$ cat config.mk
export PLATFORM = sky130hd
export DESIGN_NAME = axrot_mac
export DESIGN_NICKNAME = d
export VERILOG_FILES = /design/src/rtl/axrot_mac.sv
export SDC_FILE = /design/constraint.sdc
export NUM_CORES = 2
export LEC_CHECK = 0
export BUFFER_PORTS_ARGS = -buffer_cell sky130_fd_sc_hd__buf_2
export CAP_MARGIN = 0
export CORE_MARGIN = 3
export CORE_UTILIZATION = 50
export CTS_CLUSTER_DIAMETER = 100
export DETAILED_ROUTE_END_ITERATION = 10
export PLACE_DENSITY = 0.63
export SYNTH_ARGS = -nofsm -noshare
export SYNTH_HDL_FRONTEND = slang
export SYNTH_SLANG_ARGS = --single-unit
$ cat constraint.sdc
create_clock -name clk_i -period 16.5 [get_ports clk_i]
set_input_delay 1.65 -clock clk_i [delete_from_list [all_inputs] [get_ports clk_i]]
set_output_delay 1.65 -clock clk_i [all_outputs]
set_load 0.1 [all_outputs]
$ cat src/rtl/axrot_mac.sv
// ----------------------------------------------------------------------------
// axrot_mac
// Four-stage lane computing round(a*ca + b*cb) >> frac, then saturating.
// Each coordinate is split in halves so every multiplier stays narrow.
// ----------------------------------------------------------------------------
module axrot_mac #(
  parameter int unsigned COORD_WIDTH    = 24,
  parameter int unsigned TRIG_FRAC_BITS = 14
) (
  input  logic                              clk_i,
  input  logic        [3:0]                 en_i,
  input  logic signed [COORD_WIDTH-1:0]     a_i,
  input  logic signed [TRIG_FRAC_BITS+1:0]  ca_i,
  input  logic signed [COORD_WIDTH-1:0]     b_i,
  input  logic signed [TRIG_FRAC_BITS+1:0]  cb_i,
  output logic signed [COORD_WIDTH-1:0]     res_o,
  output logic                              sat_o
);

  localparam int unsigned W     = COORD_WIDTH;
  localparam int unsigned CoefW = TRIG_FRAC_BITS + 2;
  localparam int unsigned LoW   = W / 2;
  localparam int unsigned HiW   = W - LoW;
  localparam int unsigned LoPW  = LoW + 1 + CoefW;
  localparam int unsigned HiPW  = HiW + CoefW;
  localparam int unsigned SumW  = W + CoefW + 1;
  localparam int unsigned QW    = SumW - TRIG_FRAC_BITS;
  localparam logic signed [SumW-1:0] RoundHalf = SumW'(1) << (TRIG_FRAC_BITS - 1);

  logic signed [W-1:0]     a_q, b_q;
  logic signed [CoefW-1:0] ca_q, cb_q;
  logic signed [LoPW-1:0]  pal_d, pal_q, pbl_d, pbl_q;
  logic signed [HiPW-1:0]  pah_d, pah_q, pbh_d, pbh_q;
  logic signed [SumW-1:0]  sum_d, sum_q;
  logic signed [QW-1:0]    quo;
  logic [QW-W:0]           top_bits;
  logic                    ovf;
  logic signed [W-1:0]     res_d, res_q;
  logic                    sat_d, sat_q;

  always_comb begin
    pal_d = $signed({1'b0, a_q[LoW-1:0]}) * ca_q;
    pbl_d = $signed({1'b0, b_q[LoW-1:0]}) * cb_q;
    pah_d = $signed(a_q[W-1:LoW]) * ca_q;
    pbh_d = $signed(b_q[W-1:LoW]) * cb_q;
  end

  always_comb begin
    sum_d = ((SumW'(pah_q) + SumW'(pbh_q)) <<< LoW)
          + SumW'(pal_q) + SumW'(pbl_q) + RoundHalf;
  end

  always_comb begin
    quo      = QW'(sum_q >>> TRIG_FRAC_BITS);
    top_bits = quo[QW-1:W-1];
    ovf      = !((&top_bits) || (~|top_bits));
    sat_d    = ovf;
    if (!ovf) begin
      res_d = quo[W-1:0];
    end else if (quo[QW-1]) begin
      res_d = {1'b1, {(W-1){1'b0}}};
    end else begin
      res_d = {1'b0, {(W-1){1'b1}}};
    end
  end

  always_ff @(posedge clk_i) begin
    if (en_i[0]) begin
      a_q  <= a_i;
      b_q  <= b_i;
      ca_q <= ca_i;
      cb_q <= cb_i;
    end
    if (en_i[1]) begin
      pal_q <= pal_d;
      pbl_q <= pbl_d;
      pah_q <= pah_d;
      pbh_q <= pbh_d;
    end
    if (en_i[2]) begin
      sum_q <= sum_d;
    end
    if (en_i[3]) begin
      res_q <= res_d;
      sat_q <= sat_d;
    end
  end

  assign res_o = res_q;
  assign sat_o = sat_q;

endmodule

==> impl_metrics.csv <==
group,metric,value,unit
yosys,ys_ff_latch,246,
status,status,"finished, final reports clean",
routing,remaining_drc_errors,0,
clock_network,ctsRootBufferMaster,"clkbuf_16",
global_route,grt_start_max_net_pins,74,
routing,wl,87800,µm
worst_setup_path,slowest_delay,0.71,ns
worst_setup_path,cp_cell_sequence,"ha_1 -> inv_1 -> fa_1 -> nor2b_1 -> o31a_1 -> o41ai_1 -> a211oi_1 -> o31a_1 -> o21ai_1 -> nand2b_1 -> a21oi_1 -> xnor2_1 -> fa_1 -> ha_1 -> ha_1 -> a21o_1 -> a21oi_1 -> o21bai_1 -> a21oi_1 -> nor2_1 -> or3_1 -> o21ai_1 -> nand3b_1 -> xnor3_1",
clock_network,cts_buffer_depth,3,
routing,wire_per_inst,16.9,µm
sta,period_minus_slack,6.45,ns
clock_network,cts_setup_buffers,0,
sta,timing.final.hold_violations,0,
yosys,synth.most_common_cell,"inv_1",
yosys,synth.top_cells.by_count,"998 x inv_1, 741 x fa_1, 506 x nand2_1, 367 x ha_1, 304 x and2_1",
placed_design,dp_hpwl,71200,µm
routing,via_per_inst,5.07,
die,core_area,79100,µm²
die,rows,103,
global_route,grt_usage,0.222,
yosys,syn_avg_cell_area,9.81,µm²
sta,max_slew.worst_pin.slew,1.08,ns
yosys,synth_xor_area_frac,0.0334,
worst_setup_path,worstSetupPathType,"reg -> reg",
final_layout,fin_nets,5299,
worst_setup_path,cp.arrival,6.79,ns
routing,wirelength_met1,41900,µm
sta,finalSetupViolCount,0,
clock_network,cts_tree,"built",
clock_network,insertion_delay,0.60,ns
sta,fmax,155,MHz
yosys,synth_compound_area_frac,0.0631,
yosys,synth.area.mux_share,0,
routing,route.met2.wl,39600,µm
routing,highest_layer,"met4",
clock_network,cts.repair.resized,0,
yosys,async_reset_ff_frac,0,
die,ios,110,
die,die_w,289,µm
global_route,overflow,0,
clock_network,clock_sinks,246,
clock_network,path_clk_slew,0.06,ns
final_layout,drive_gt1_frac,0.0426,
yosys,synth-adder-area-share,0.486,
yosys,ys_types,64,
worst_setup_path,cp_max_fo,8,
yosys,synth_simple_gate_area_frac,0.128,
sta,grt_setup_unrepaired,"no",
placed_design,portBuffers,109,
job,maxCapViolCount,0,
routing,via_count,26300,
placed_design,globalplace.congestion,0.846,
global_route,grt_pass1_vias,27700,
yosys,synth_edf_count,246,
die,start_util,0.505,
worst_setup_path,slowest_stage,"o41ai_1",
yosys,syn_area,40000,µm²
yosys,yosysWarnings,0,
routing,drtAntennaViolNets,0,
yosys,synth_area_leaders,"fa_1 37%, edfxtp_1 18%, ha_1 11%, inv_1 9.4%, and2_1 4.8%",
sta,slew_violations,0,
worst_setup_path,worstSetupEndpointType,"register",
worst_hold_path,min_path_type,"reg -> reg",
sta,setup_tns,0,ns
sta,finClkSkew,0.0242,ns
routing,dr.first_iter.drc_count,1572,
global_route,grt_pass1_wl,147000,µm
die,die_h,289,µm
worst_setup_path,cp-start-kind,"register",
sta,min_period_over_period,0.391,
clock_network,ctsHoldBuffers,0,
yosys,synth_nets,5269,
global_route,antenna_found_initial,1,
yosys,synth_top_family_by_area,"adder cells",
yosys,ys_seq_area_frac,0.185,
worst_setup_path,cp.required,16.84,ns
final_layout,area_growth,6.38,%
routing,dr_wl_met3,4690,µm
sta,slew-limit-headroom,0.283,
yosys,yosysTopAreaCell,"fa_1",
routing,drtPass1Iterations,5,
clock_network,htreeDepth,1,
die,die-area,83400,µm²
yosys,synthCells,4076,
clock_network,cts_inserted_buffers,30,
yosys,synth_top_area_share,0.371,
yosys,ys.flop_type,"edfxtp_1",
-- metal layers --
metal | global-route usage | up-vias
met3 | 0.0338 | 96
met1 | 0.329 | 13200
li1 | - | 12500
met5 | 0 | -
met2 | 0.348 | 518
met4 | 0.0444 | 0
-- worst paths after layout --
kind	from	endpoint	slack, ns	cells past startpoint
min reg2reg	sum_q[27]$_DFFE_PP_	res_o[13]$_DFFE_PP_	0.52	1
max reg2reg	pah_q[0]$_DFFE_PP_	sum_q[40]$_DFFE_PP_	10.05	24
max	pah_q[0]$_DFFE_PP_	sum_q[40]$_DFFE_PP_	10.05	24
min	sum_q[27]$_DFFE_PP_	res_o[13]$_DFFE_PP_	0.52	1
-- per-stage QoR --
step | setup WS, ns | std cells | hold slack [ns] | utilization | cell area [µm²]
floorplan | 10.74 | 4076 | 0.495 | - | 40000
global placement | 10.17 | 5124 | 0.501 | 0.524 | 41500
detailed placement | 10.07 | 5124 | 0.504 | 0.524 | 41500
CTS | 10.05 | 5180 | 0.520 | 0.538 | 42500
global route | 9.71 | 5180 | 0.536 | 0.538 | 42500
finish | 10.05 | 5181 | 0.517 | 0.538 | 42500
-- registers in the layout, indices dropped and copies added (netlist names), 16 cells and up --
| register | cells |
|---|---|
| a_q | 24 |
| b_q | 24 |
| ca_q | 16 |
| cb_q | 16 |
| pah_q | 28 |
| pal_q | 29 |
| pbh_q | 28 |
| pbl_q | 29 |
| res_o | 24 |
| sum_q | 27 |
-- logic make-up (layout without fill, tap and decap cells) --
logic type,count (synthesis),count (layout)
buffers and inverters,1121,1175
adder cells (fa/ha/maj),1108,1108
AND/OR/NAND/NOR,1067,1067
AO/OA/AOI/OAI,383,383
flip-flops,246,246
XOR/XNOR,151,151
other,0,1
-- cell usage in the layout (no fill, tap or decap), types with 26 or more instances in the layout --
cell / count
xnor2_1: 121
fa_1: 741
clkbuf_16: 31
xor2_1: 29
inv_1: 998
ha_1: 367
nor3_1: 35
buf_2: 107
a21oi_1: 123
and2_1: 304
a21o_1: 63
o21ai_0: 44
edfxtp_1: 246
nand3_1: 26
nand2_1: 506
nor2_1: 105
-- area by class of cell --
type	instances	area, µm²
inverter	999	3750
clock inverter	21	270
multi-input combinational	2709	28400
tap	1050	1310
clock buffer	35	791
fill	7195	36600
antenna	1	2.50
sequential	246	7390
timing repair buffer	120	633
-- worst max-delay path: cells and delay by family (launching register included) --
kind / cells / cell delay, ns
compound gates: 11 / 2.70
fa+ha+maj: 5 / 1.68
xor+xnor: 2 / 0.75
simple gates: 5 / 0.67
flops: 1 / 0.37
buf+inv: 1 / 0.08
Power is left out: the tool's default activity adds up to more than one toggle a clock period on the data nets, which glitch-free logic cannot reach.
