## src/rtl/axrot_pkg.sv

```systemverilog
// ----------------------------------------------------------------------------
// axrot_pkg
// Shared types, codes and the sine table builder for the 3D point rotator.
// ----------------------------------------------------------------------------
package axrot_pkg;

  localparam int unsigned CfgIdxW    = 4;
  localparam int unsigned CfgDataW   = 16;
  localparam int unsigned AngleW     = 16;

  localparam int unsigned QuarterTurn = 90;
  localparam int unsigned HalfTurn    = 180;
  localparam int unsigned FullTurn    = 360;

  // non-negative bias for the angle reduction: 92 full turns
  localparam int unsigned AngleBias   = 33120;
  localparam int unsigned ReduceW     = 17;
  localparam int unsigned ReduceSteps = 8;

  localparam int unsigned TabLast     = 90;
  localparam int unsigned TabEntryW   = 26;
  localparam logic [63:0] PiQ30       = 64'd3373259426;

  typedef enum logic [CfgIdxW-1:0] {
    REG_AXIS  = 4'd0,
    REG_ANGLE = 4'd1
  } cfg_reg_e;

  typedef enum logic [1:0] {
    AXIS_PASS = 2'd0,
    AXIS_X    = 2'd1,
    AXIS_Y    = 2'd2,
    AXIS_Z    = 2'd3
  } axis_e;

  typedef enum logic [1:0] {
    TRIG_IDLE,
    TRIG_REDUCE,
    TRIG_LOOKUP
  } trig_state_e;

  typedef logic [TabLast:0][TabEntryW-1:0] sin_tab_t;

  // sin(k deg), k = 0..90: Taylor series in unsigned Q30, rounded to frac_bits
  function automatic sin_tab_t build_sin_tab(int unsigned frac_bits);
    sin_tab_t    tab;
    logic [63:0] x;
    logic [63:0] x2;
    logic [63:0] term;
    longint      sum;
    longint      rnd;
    tab = '0;
    for (int unsigned k = 0; k <= TabLast; k++) begin
      x    = (64'(k) * PiQ30) / HalfTurn;
      x2   = (x * x) >> 30;
      term = x;
      sum  = longint'(x);
      for (int unsigned n = 1; n <= 8; n++) begin
        term = ((term * x2) >> 30) / 64'((2 * n) * (2 * n + 1));
        if (n[0]) begin
          sum = sum - longint'(term);
        end else begin
          sum = sum + longint'(term);
        end
      end
      if (sum < 0) begin
        sum = 0;
      end
      rnd    = (sum + (longint'(1) <<< (29 - frac_bits))) >>> (30 - frac_bits);
      tab[k] = rnd[TabEntryW-1:0];
    end
    return tab;
  endfunction

endpackage

```

## src/rtl/axrot_trig.sv

```systemverilog
// ----------------------------------------------------------------------------
// axrot_trig
// Angle register path: reduces a signed degree angle modulo 360 by restoring
// subtraction, then looks up sine and cosine with quadrant folding.
// ----------------------------------------------------------------------------
module axrot_trig #(
  parameter int unsigned TRIG_FRAC_BITS = 14
) (
  input  logic                                   clk_i,
  input  logic                                   rst_ni,
  input  logic                                   load_i,
  input  logic        [axrot_pkg::AngleW-1:0]    angle_i,
  output logic                                   busy_o,
  output logic signed [TRIG_FRAC_BITS+1:0]       sin_o,
  output logic signed [TRIG_FRAC_BITS+1:0]       cos_o
);
  import axrot_pkg::*;

  localparam int unsigned CoefW = TRIG_FRAC_BITS + 2;
  localparam sin_tab_t SinTab = build_sin_tab(TRIG_FRAC_BITS);

  trig_state_e               state_q, state_d;
  logic [ReduceW-1:0]        acc_q, acc_d;
  logic [2:0]                step_q, step_d;
  logic signed [CoefW-1:0]   sin_q, sin_d;
  logic signed [CoefW-1:0]   cos_q, cos_d;

  logic [ReduceW-1:0]        limit;
  logic [8:0]                ang;
  logic [8:0]                rel;
  logic [6:0]                r_idx;
  logic [6:0]                rc_idx;
  logic signed [CoefW-1:0]   s_mag;
  logic signed [CoefW-1:0]   c_mag;

  always_ff @(posedge clk_i or negedge rst_ni) begin
    if (!rst_ni) begin
      state_q <= TRIG_IDLE;
      step_q  <= '0;
      acc_q   <= '0;
      sin_q   <= '0;
      cos_q   <= CoefW'(1) << TRIG_FRAC_BITS;
    end else begin
      state_q <= state_d;
      step_q  <= step_d;
      acc_q   <= acc_d;
      sin_q   <= sin_d;
      cos_q   <= cos_d;
    end
  end

  always_comb begin
    state_d = state_q;
    step_d  = step_q;
    acc_d   = acc_q;
    sin_d   = sin_q;
    cos_d   = cos_q;
    limit   = ReduceW'(FullTurn) << step_q;
    ang     = acc_q[8:0];
    rel     = ang;
    if (ang >= 9'(3 * QuarterTurn)) begin
      rel = ang - 9'(3 * QuarterTurn);
    end else if (ang >= 9'(HalfTurn)) begin
      rel = ang - 9'(HalfTurn);
    end else if (ang >= 9'(QuarterTurn)) begin
      rel = ang - 9'(QuarterTurn);
    end
    r_idx  = rel[6:0];
    rc_idx = 7'(QuarterTurn) - r_idx;
    s_mag  = SinTab[r_idx][CoefW-1:0];
    c_mag  = SinTab[rc_idx][CoefW-1:0];

    unique case (state_q)
      TRIG_IDLE: begin
        if (load_i) begin
          acc_d   = {angle_i[AngleW-1], angle_i} + ReduceW'(AngleBias);
          step_d  = 3'(ReduceSteps - 1);
          state_d = TRIG_REDUCE;
        end
      end
      TRIG_REDUCE: begin
        if (acc_q >= limit) begin
          acc_d = acc_q - limit;
        end
        if (step_q == '0) begin
          state_d = TRIG_LOOKUP;
        end else begin
          step_d = step_q - 3'd1;
        end
      end
      TRIG_LOOKUP: begin
        if (ang >= 9'(3 * QuarterTurn)) begin
          sin_d = -c_mag;
          cos_d = s_mag;
        end else if (ang >= 9'(HalfTurn)) begin
          sin_d = -s_mag;
          cos_d = -c_mag;
        end else if (ang >= 9'(QuarterTurn)) begin
          sin_d = c_mag;
          cos_d = -s_mag;
        end else begin
          sin_d = s_mag;
          cos_d = c_mag;
        end
        state_d = TRIG_IDLE;
      end
      default: begin
        state_d = TRIG_IDLE;
      end
    endcase
  end

  assign busy_o = (state_q != TRIG_IDLE);
  assign sin_o  = sin_q;
  assign cos_o  = cos_q;

endmodule

```

## config.mk

```make
export PLATFORM = sky130hd
export DESIGN_NAME = axrot_trig
export DESIGN_NICKNAME = d
export VERILOG_FILES = /design/src/rtl/axrot_pkg.sv /design/src/rtl/axrot_trig.sv
export SDC_FILE = /design/constraint.sdc
export NUM_CORES = 1
export LEC_CHECK = 0
export ABC_AREA = 1
export BUFFER_PORTS_ARGS = -buffer_cell sky130_fd_sc_hd__buf_4
export CAP_MARGIN = 20
export CORE_MARGIN = 2
export CORE_UTILIZATION = 45
export CTS_BUF_LIST = sky130_fd_sc_hd__clkbuf_8
export CTS_CLUSTER_DIAMETER = 30
export DETAILED_ROUTE_END_ITERATION = 8
export PLACE_DENSITY_LB_ADDON = 0.25
export SLEW_MARGIN = 10
export SYNTH_ARGS = -nofsm -noshare
export SYNTH_HDL_FRONTEND = slang
export SYNTH_SLANG_ARGS = --single-unit
```

## constraint.sdc

```tcl
create_clock -name clk_i -period 4.35 [get_ports clk_i]
set_clock_uncertainty 0.15 [all_clocks]
set_input_delay 0.435 -clock clk_i [delete_from_list [all_inputs] [get_ports clk_i]]
set_output_delay 0.435 -clock clk_i [all_outputs]
set_load 0.1 [all_outputs]
```

==> summary.md, run 1 <==
| Metric | Value |
|---|---|
| Outcome | `finished with violations` |
| Violated checks | `hold timing` |
| Crit path launch type | `flip-flop` |
| Top sig layer | `met4` |
| Routability congestion estimate | `around 1.0` |
| Core area | `about 0.019 mm²` |
| Most frequent cell after synthesis | `nand2_1` |
| Worst hold slack | `-0.02266 ns` |
| Dominant cells by area after synthesis | `nand2_1 25%, dfrtp_1 15%, nand3_1 14%, ha_1 6.7%, inv_1 5.8%` |
| Req. time, crit path | `about 4.4 ns` |
| Vias | `11330` |
| Max-slew headroom | `roughly half` |
| Num ports | `52` |
| DIE WIDTH | `between 100 and 150 µm` |
| First-pass GRT wire length | `approximately 56000 µm` |
| Syn avg cell area | `approximately 5.6 µm²` |
| WL met1 | `between 15000 and 20000 µm` |
| DR DRC count | `0` |
| Detailed Route Iter0 Violations | `1166` |
| Met2 wire len | `approximately 16000 µm` |
| Cell Rows | `a little over 50` |
| Largest net degree at the start of global routing | `55` |
| Share of cells above drive strength 1 | `around 19%` |
| #FFs+latches synth | `54` |
| Final wirelength | `36430 µm` |
| Top_reg_cell synth | `dfrtp_1` |
| Most frequent CP cell | `nand2_2` |
| Gr usage total | `33.96%` |
| Synth-to-Final Area Change | `19.03%` |
| Ant. Diodes | `0` |
| Vias in the first global route | `between 10000 and 15000` |
| Crit-path slowest cell | `dfrtp_1` |
| Met3 wire len | `between 3000 and 4000 µm` |
| EDFF count, synth | `0` |
| Die area | `between 0.02 and 0.025 mm²` |
| Fin. max-slew vios | `0` |
| Grt ovf | `0` |
| Ys async rst share | `100.0%` |
| Die height | `approximately 140 µm` |
| Root Driver | `clkbuf_8` |
| R2R cell count | `29` |
| Yosys top cell area share | `24.59%` |
| Final worst-path cycle share | `95.05%` |
| CTS Sinks | `between 50 and 60` |
| Layout Nets | `around 1800` |
| Clock transition at path regs | `approximately 0.13 ns` |
| Post-CTS Hold Fix Bufs | `0` |
| Area leader, netlist | `nand2_1` |
| R2r setup slk | `0.22 ns` |
| Top cells by count, synth | `585 x nand2_1, 242 x nand3_1, 138 x inv_1, 119 x nor2_1, 85 x o21ai_0` |
| Synth warn | `0` |
| Initial Util | `roughly 46%` |
| Mapped Cells | `approximately 1600` |
| CTS tree | `built` |
| Sequential share of the synthesized area | `roughly 15%` |
| Final ANT Viol Nets | `0` |
| Wirelength per Cell | `~18 µm` |
| WP buf/inv | `7` |
| Largest buffer count on any clock path | `2` |
| CP max FO | `6` |
| Hold Path Class | `primary input to asynchronous set/reset pin` |
| Final Hold Fails | `8` |
| Worst reg2reg path startpoint | `acc_q[1]` |
| Clk Latency, worst-skew pair | `approximately 0.33 ns` |
| Mapped Area | `about 0.009 mm²` |
| I/O Buffers | `between 50 and 60` |
| Post-synthesis cell type count | `50` |
| Vias per cell | `between 5 and 6` |
| Post-DP HPWL | `around 28000 µm` |
| Critical path type | `flip-flop to flip-flop` |
| Fmax achieved | `between 0.2 and 0.25 GHz` |
| CP top delay family | `simple AND/OR/NAND/NOR gates` |
| Syn Nets | `around 1700` |
| Initial antenna violation count | `0` |
| Worst slew pin tran | `roughly 0.75 ns` |
| Cts bufs inserted | `5` |
| H-tree depth | `2` |
| Worst flop-to-flop path endpoint | `sin_o[7]` |
| Worst path arrival time | `approximately 4.2 ns` |
| Final setup viols | `0` |
| Total iterations of the first detailed-routing run | `8` |
| Delay of the slowest critical-path stage | `approximately 0.42 ns` |
| Min Tclk post-route | `around 4.1 ns` |
| CP endpoint kind | `flip-flop` |
| Max Cap Violations | `0` |
==> sequential cells by signal (all words and copies together) (netlist names) <==
register	flops
sin_o	16
state_q	2
acc_q	17
cos_o	16
step_q	3
==> worst max-delay path by stage <==
stage / to / depth (start not counted) / start / slack, ns
2_1_floorplan: sin_o[10] / 31 / acc_q[1] / 0.02
3_3_place_gp: cos_o[2] / 28 / acc_q[2] / 0.05
3_5_place_dp: cos_o[3] / 26 / acc_q[1] / -0.01
4_1_cts: sin_o[14] / 33 / acc_q[2] / 0.03
5_1_grt: cos_o[10] / 29 / acc_q[1] / -0.03
6_report: sin_o[7] / 29 / acc_q[1] / 0.22
==> routing by layer <==
layer | track usage, % | vias to the layer above
met1 | 47.51 | 5134
met2 | 51.32 | 645
li1 | - | 5429
met5 | 0 | -
met4 | 14.41 | 0
met3 | 5.824 | 117
==> worst register-to-register path: cells and delay by family, from the launching register on <==
kind,cells,cell delay (ns)
buffers and inverters,7,0.93
DFF,1,0.42
adders and majority gates,3,0.68
and+or+nand+nor,15,1.38
AOI/OAI and AO/OA,4,0.48
==> final cells by class <==
class | instances | area (µm²)
fillers | 2093 | 8833
clock buffers | 5 | 68.82
inverters | 154 | 581.8
clock inverters | 3 | 28.78
repair buffers | 167 | 1396
flip-flops and latches | 54 | 1354
well taps | 265 | 331.6
multi-input cells | 1324 | 6868
==> cell usage in the layout, fill, tap and decap left out, types with 4 or more instances in the layout <==
cell / netlist / routed
dfrtp_1: 53 / 52
nand3_2: 10 / 18
nor2_4: 6 / 11
a21oi_1: 55 / 52
buf_4: 13 / 154
o22ai_1: 16 / 16
nand2_1: 585 / 572
ha_1: 48 / 39
o21ai_1: 18 / 21
ha_2: 0 / 5
nand2_4: 4 / 11
nor3_1: 5 / 4
a21oi_2: 2 / 4
clkbuf_8: 0 / 5
nor2_2: 10 / 20
nand2_2: 27 / 34
o21bai_1: 5 / 5
o21ai_0: 85 / 79
nand3_1: 242 / 234
nand4_1: 7 / 7
a22oi_1: 10 / 10
xor2_1: 13 / 12
o21ai_2: 4 / 7
buf_12: 0 / 6
nor2_1: 119 / 105
a31oi_1: 6 / 6
inv_2: 16 / 26
o211ai_1: 12 / 12
ha_4: 0 / 4
inv_1: 138 / 127
buf_6: 10 / 4
==> what timing repair did <==
| action | 4_1_cts | 5_1_grt |
|---|---|---|
| cloned | 0 | 5 |
| gates resized for setup | 1 | 88 |
| hold endpoints to repair | 0 | 0 |
| pin swaps | 0 | 23 |
| setup endpoints to repair | 1 | 46 |
| buffers inserted | 0 | 10 |
==> kinds of logic after synthesis <==
logic type	Yosys count	share of synthesized area [%]
buffers and inverters	226	11.18
XOR/XNOR	18	1.934
flip-flops	54	15.15
adder cells (fa/ha/maj)	48	6.726
multiplexers	2	0.2242
AND/OR/NAND/NOR	1025	49.91
AO/OA/AOI/OAI	229	14.88
==> metrics by stage <==
step	TNS [ns]	setup slack [ns]	util (%)	cells	area, µm²
5_1_grt	-0.03910	-0.02914	54.61	1972	10630
6_report	0	0.2153	54.61	1972	10630
4_1_cts	0	0.02691	52.32	1957	10180
3_5_place_dp	-0.01276	-0.01276	51.79	1949	10080
2_1_floorplan	0	0.02098	-	1602	8940
3_3_place_gp	0	0.04842	51.79	1949	10080
Power of run 1 is left out: the tool's default activity adds up to more than one toggle a clock period on the data nets, which glitch-free logic cannot reach.
==> run 2: changes to the inputs <==
CORE_ASPECT_RATIO = 0.5   (was unset)
==> run 2 against run 1 <==
Compared with the run above:
- the run still ends with hold timing left
- critical path depth shrank 1
- flip-flop and latch count did not move
- register-to-register slack got worse by 0.09 ns
- utilization up 5.0 points
- cell count up 4.6%
- setup slack worse by 0.088 ns
- critical path type unchanged
==> summary.md, run 2 (synthesis results as in run 1) <==
| Metric | Value |
|---|---|
| Most frequent cells in the layout | `555 x nand2_1, 241 x buf_4, 225 x nand3_1` |
| Crit path launch type | `flip-flop` |
| R2r setup slk | `0.13 ns (-0.09 ns)` |
| RSZ-0062 raised after global routing | `true` |
| Violated checks | `hold timing` |
| CP max FO | `39 (+33)` |
| Cts bufs inserted | `5 (unchanged)` |
| Cell Rows | `36 (-29%)` |
| CTS Sinks | `54 (unchanged)` |
| Layout Nets | `1863 (+5.1%)` |
| Detailed Route Iter0 Violations | `1692 (+45%)` |
| Die height | `103.6 µm (-28%)` |
| Register area | `0.001354 mm² (unchanged)` |
| First-pass GRT wire length | `59460 µm (+6.9%)` |
| Worst flop-to-flop path endpoint | `cos_o[8]` |
| Core area | `0.01946 mm² (about the same)` |
| Vias | `11930 (+5.4%)` |
| Worst path arrival time | `4.35 ns (+0.15 ns)` |
| Worst reg2reg path startpoint | `acc_q[2]` |
| Dpl ws | `-0.1254 ns (-0.1126 ns)` |
| Stages on worst setup path | `28 (-3.4%)` |
| Gr usage total | `35.68% (+1.7 points)` |
| Vias per cell | `5.783 (+0.70%)` |
| Largest reg by FF count | `acc_q` |
| Hold Path Class | `primary input to asynchronous set/reset pin` |
| Synth-to-Final Area Change | `29.96%` |
| Routability congestion estimate | `1.003 (-1.6%)` |
| Final setup viols | `0 (unchanged)` |
| Clock transition at path regs | `0.11 ns (-0.02 ns)` |
| Max reg flops | `17 (unchanged)` |
| Req. time, crit path | `4.48 ns (+0.06 ns)` |
| Fin. max-slew vios | `0 (unchanged)` |
| Final wirelength | `39090 µm (+7.3%)` |
| Post-DP HPWL | `30120 µm (+8.9%)` |
| Wirelength per Cell | `18.95 µm (+2.6%)` |
| Critical path type | `flip-flop to flip-flop` |
| Most frequent CP cell | `nand2_1` |
| I/O Buffers | `51 (unchanged)` |
| # fillers | `1928 (-7.9%)` |
| Max-slew headroom | `50.17% (-0.095 points)` |
| DR DRC count | `0 (unchanged)` |
| Delay of the slowest critical-path stage | `0.39 ns (-0.03 ns)` |
| Post-layout util | `59.64% (+5.0 points)` |
| Vias in the first global route | `10860 (+5.7%)` |
| Multi-input logic area | `0.007122 mm² (+3.7%)` |
| Largest buffer count on any clock path | `2 (unchanged)` |
| Outcome | `finished with violations` |
| Die area | `0.02106 mm² (+0.33%)` |
| Worst slew pin tran | `0.7475 ns (+0.001418 ns)` |
| CP endpoint kind | `flip-flop` |
| WP buf/inv | `4 (-3)` |
| Worst hold slack | `-0.01800 ns (+0.004658 ns)` |
| R2R cell count | `28 (-3.4%)` |
| Max Cap Violations | `0 (unchanged)` |
| Final ANT Viol Nets | `0 (unchanged)` |
| Min Tclk post-route | `4.222 ns (+0.08754 ns)` |
| CP top delay family | `simple AND/OR/NAND/NOR gates` |
| CTS tree | `built` |
| Largest net degree at the start of global routing | `55 (unchanged)` |
| Num ports | `52 (unchanged)` |
| DIE WIDTH | `203.2 µm (+40%)` |
| Initial antenna violation count | `0 (unchanged)` |
| Grt ovf | `0 (unchanged)` |
| Initial Util | `45.89% (about the same)` |
| Root Driver | `clkbuf_8` |
| Worst Setup Slack, final | `0.1277 ns (-0.08754 ns)` |
| Final worst-path cycle share | `97.06% (+2.0 points)` |
| Final Hold Fails | `9 (+1)` |
| Commonest non-fill, non-tap cell in the layout | `nand2_1` |
| Clk Latency, worst-skew pair | `0.34 ns (about the same)` |
| Fmax achieved | `0.2368 GHz (-2.1%)` |
| H-tree depth | `2 (unchanged)` |
| Ant. Diodes | `0 (unchanged)` |
| Crit-path slowest cell | `dfrtp_1` |
| Total iterations of the first detailed-routing run | `8 (unchanged)` |
| Share of cells above drive strength 1 | `25.15% (+5.8 points)` |
## run 2: through the flow
stage | std cells | setup TNS, ns | cell area [µm²] | hold WS (ns)
final | 2063 | 0 | 11600 | -0.01800
after global routing | 2063 | -1.163 | 11600 | 0.02715
after CTS | 2046 | 0 | 10850 | 0.01288
after detailed placement | 2038 | -1.307 | 10700 | 0.3167
after global placement | 2038 | -0.3612 | 10700 | 0.3183
after floorplan | 1602 | 0 | 8940 | -0.01059
## run 2: how the worst max path moves through the flow
stage,startpoint,slack [ns],end
after global placement,acc_q[1],-0.1,sin_o[15]
after CTS,acc_q[1],0.004,cos_o[10]
final,acc_q[2],0.13,cos_o[8]
after detailed placement,acc_q[1],-0.13,sin_o[15]
after global routing,acc_q[2],-0.12,cos_o[9]
after floorplan,acc_q[1],0.02,sin_o[10]
## run 2: worst register-to-register path, delay by kind of cell, from the launching register on
kind / cells / cell delay (ns)
xor+xnor: 1 / 0.28
fa+ha+maj: 2 / 0.45
buf+inv: 4 / 0.71
flops: 1 / 0.39
simple gates: 21 / 2.19
## run 2: what timing repair did
action	4_1_cts	5_1_grt
hold buffers	0	0
cloned	0	4
pin swaps	1	38
buffers inserted	0	13
resized for setup	10	141
setup endpoints to repair	30	40
## run 2: cell type report
type	count	share of cell area (%)
multi-input combinational	1323	61.37
tap	266	2.868
inverter	154	4.981
sequential	54	11.67
clock inverter	2	0.3342
clock buffer	6	0.7116
timing repair buffer	258	18.07
## run 2: routing by layer
layer | GRT usage, % | vias up | share of wire (%)
met5 | 0 | - | 0
met4 | 8.968 | 0 | 2.6
met3 | 11.77 | 96 | 14
met2 | 51.51 | 795 | 40
met1 | 50.64 | 5430 | 44
li1 | - | 5610 | -
Power of run 2 is left out for the same reason.
==> run 3: changes to the inputs <==
CTS_BUF_LIST = unset   (was sky130_fd_sc_hd__clkbuf_8)
MAX_ROUTING_LAYER = met4   (was unset)
==> run 3 against run 2 <==
Compared with the run above:
- the run now ends clean
- global-route usage rose by 1.9 points
- critical path depth is 1 higher
- critical path type unchanged
- sequential share of layout area up 0.18 points
- cell area fell by 1.5%
- die area did not move
- via count up 1.2%
- cell count is 0.87% lower
- flip-flop and latch count unchanged
- first-iteration DRC count down 9.9%
- routed wire length is 1.6% higher
- non-clock buffer count decreased by 17
- highest routed layer unchanged
- maximum frequency grew 0.32%
==> summary.md, run 3 (synthesis results as in run 1) <==
| Metric | Value |
|---|---|
| Outcome | `complete, no violations` |
| Post-CTS Hold Fix Bufs | `0 (unchanged)` |
| Core area | `0.01946 mm² (unchanged)` |
| Die area | `0.02106 mm² (unchanged)` |
| Grt ovf | `0 (unchanged)` |
| Commonest non-fill, non-tap cell in the layout | `nand2_1` |
| Most frequent cells in the layout | `554 x nand2_1, 225 x buf_4, 224 x nand3_1` |
| Stages on worst setup path | `29 (+3.6%)` |
| Final Hold Fails | `0 (-9)` |
| Min Tclk post-route | `4.209 ns (-0.01333 ns)` |
| Vias | `12070 (+1.2%)` |
| Final setup viols | `0 (unchanged)` |
| Vias in the first global route | `10950 (+0.83%)` |
| Req. time, crit path | `4.40 ns (-0.08 ns)` |
| Share of cells above drive strength 1 | `24.28% (-0.87 points)` |
| RSZ-0062 raised after global routing | `true` |
| Crit-path slowest cell | `dfrtp_1` |
| Max reg flops | `17 (unchanged)` |
| Max-slew headroom | `50.66% (+0.49 points)` |
| Largest net degree at the start of global routing | `55 (unchanged)` |
| Die height | `103.6 µm (unchanged)` |
| Crit path launch type | `flip-flop` |
| Setup crit end | `sin_o[15]` |
| Max Cap Violations | `0 (unchanged)` |
| CTS Sinks | `54 (unchanged)` |
| I/O Buffers | `51 (unchanged)` |
| Post-DP HPWL | `30710 µm (+1.9%)` |
| Worst hold slack | `0.02198 ns (+0.03998 ns)` |
| Initial antenna violation count | `0 (unchanged)` |
| Layout Nets | `1846 (-0.91%)` |
| DR DRC count | `0 (unchanged)` |
| Largest reg by FF count | `acc_q` |
| R2R cell count | `29 (+3.6%)` |
| Fmax achieved | `0.2376 GHz (+0.32%)` |
| Worst flop-to-flop path endpoint | `sin_o[15]` |
| CP startpoint | `acc_q[4]` |
| Final worst-path cycle share | `96.76% (-0.31 points)` |
| CTS tree | `built` |
| Detailed Route Iter0 Violations | `1525 (-9.9%)` |
| CP endpoint kind | `flip-flop` |
| Synth-to-Final Area Change | `27.99%` |
| Final ANT Viol Nets | `0 (unchanged)` |
| WP buf/inv | `6 (+2)` |
| Met3 wire len | `5553 µm (+4.1%)` |
| Most frequent CP cell | `nand2_1` |
| # fillers | `2015 (+4.5%)` |
| Wirelength per Cell | `19.41 µm (+2.5%)` |
| R2r setup slk | `0.14 ns (about the same)` |
| H-tree depth | `2 (unchanged)` |
| Gr usage total | `37.59% (+1.9 points)` |
| Clk Latency, worst-skew pair | `0.31 ns (-0.03 ns)` |
| Critical path type | `flip-flop to flip-flop` |
| DIE WIDTH | `203.2 µm (unchanged)` |
| Cts bufs inserted | `5 (unchanged)` |
| Cell Rows | `36 (unchanged)` |
| CP max FO | `7 (-82%)` |
| Final wirelength | `39700 µm (+1.6%)` |
| WL met1 | `17220 µm (+1.2%)` |
| Num ports | `52 (unchanged)` |
| Worst slew pin tran | `0.7402 ns (-0.007338 ns)` |
| Top sig layer | `met4` |
| Fin. max-slew vios | `0 (unchanged)` |
| Total iterations of the first detailed-routing run | `6 (-2)` |
| Delay of the slowest critical-path stage | `0.47 ns (+0.08 ns)` |
| Worst path arrival time | `4.26 ns (-0.09 ns)` |
| Hold Path Class | `primary input to asynchronous set/reset pin` |
| Worst reg2reg path startpoint | `acc_q[4]` |
| Met2 wire len | `16040 µm (+2.0%)` |
| Vias per cell | `5.903 (+2.1%)` |
| Largest buffer count on any clock path | `2 (unchanged)` |
| Root Driver | `clkbuf_16` |
| CP top delay family | `simple AND/OR/NAND/NOR gates` |
| Initial Util | `45.89% (unchanged)` |
| Routability congestion estimate | `1.047 (+4.4%)` |
| Ant. Diodes | `0 (unchanged)` |
| First-pass GRT wire length | `60980 µm (+2.6%)` |
| Clock transition at path regs | `0.08 ns (-0.03 ns)` |
run 3: cell types whose count changed in the layout (fill, tap and decap cells not counted), sizes merged:
cell,before,now
inv,155,154
bufinv,1,0
clkinvlp,0,1
buf,255,240
clkinv,0,1
clkbuf,9,6
run 3: metal layers:
layer  global-route usage [%]  up-vias
li1                         -     5581
met1                    52.99     5581
met2                    53.10      801
met3                    10.98      108
met4                    7.091        0
met5                        -        -
run 3: stage by stage:
| step | worst slack [ns] | util [%] | instance area, µm² | std cells | TNS (ns) |
|---|---|---|---|---|---|
| floorplan | 0.02098 | - | 8940 | 1602 | 0 |
| global placement | -0.04866 | 54.34 | 10570 | 2024 | -0.04866 |
| detailed placement | -0.1106 | 54.34 | 10570 | 2024 | -0.8416 |
| CTS | 0.005838 | 55.44 | 10790 | 2033 | 0 |
| global route | -0.05716 | 58.74 | 11430 | 2045 | -0.4816 |
| finish | 0.1411 | 58.74 | 11430 | 2045 | 0 |
run 3: final cells by class:
class / instances / area [µm²] / area share [%]
multi-input cells: 1323 / 7113 / 62.23
repair buffers: 241 / 1909 / 16.70
flip-flops and latches: 54 / 1354 / 11.84
clock inverters: 2 / 13.76 / 0.1204
inverters: 154 / 581.8 / 5.090
well taps: 266 / 332.8 / 2.912
clock buffers: 5 / 125.1 / 1.095
run 3: worst min path at each step:
stage,depth (start not counted),slack (ns),to
after floorplan,0,-0.01,acc_q[0]
after global placement,2,0.32,acc_q[15]
final,1,0.02,acc_q[6]
after detailed placement,2,0.32,cos_o[0]
after global routing,1,0.08,acc_q[8]
after CTS,1,0.08,acc_q[6]
run 3: what timing repair did:
| item | 4_1_cts | 5_1_grt |
|---|---|---|
| setup buffers | 2 | 10 |
| endpoints found under the setup margin | 22 | 46 |
| pin swaps | 2 | 28 |
| gates cloned | 0 | 2 |
| resized for setup | 9 | 136 |
Power of run 3 is left out for the same reason.
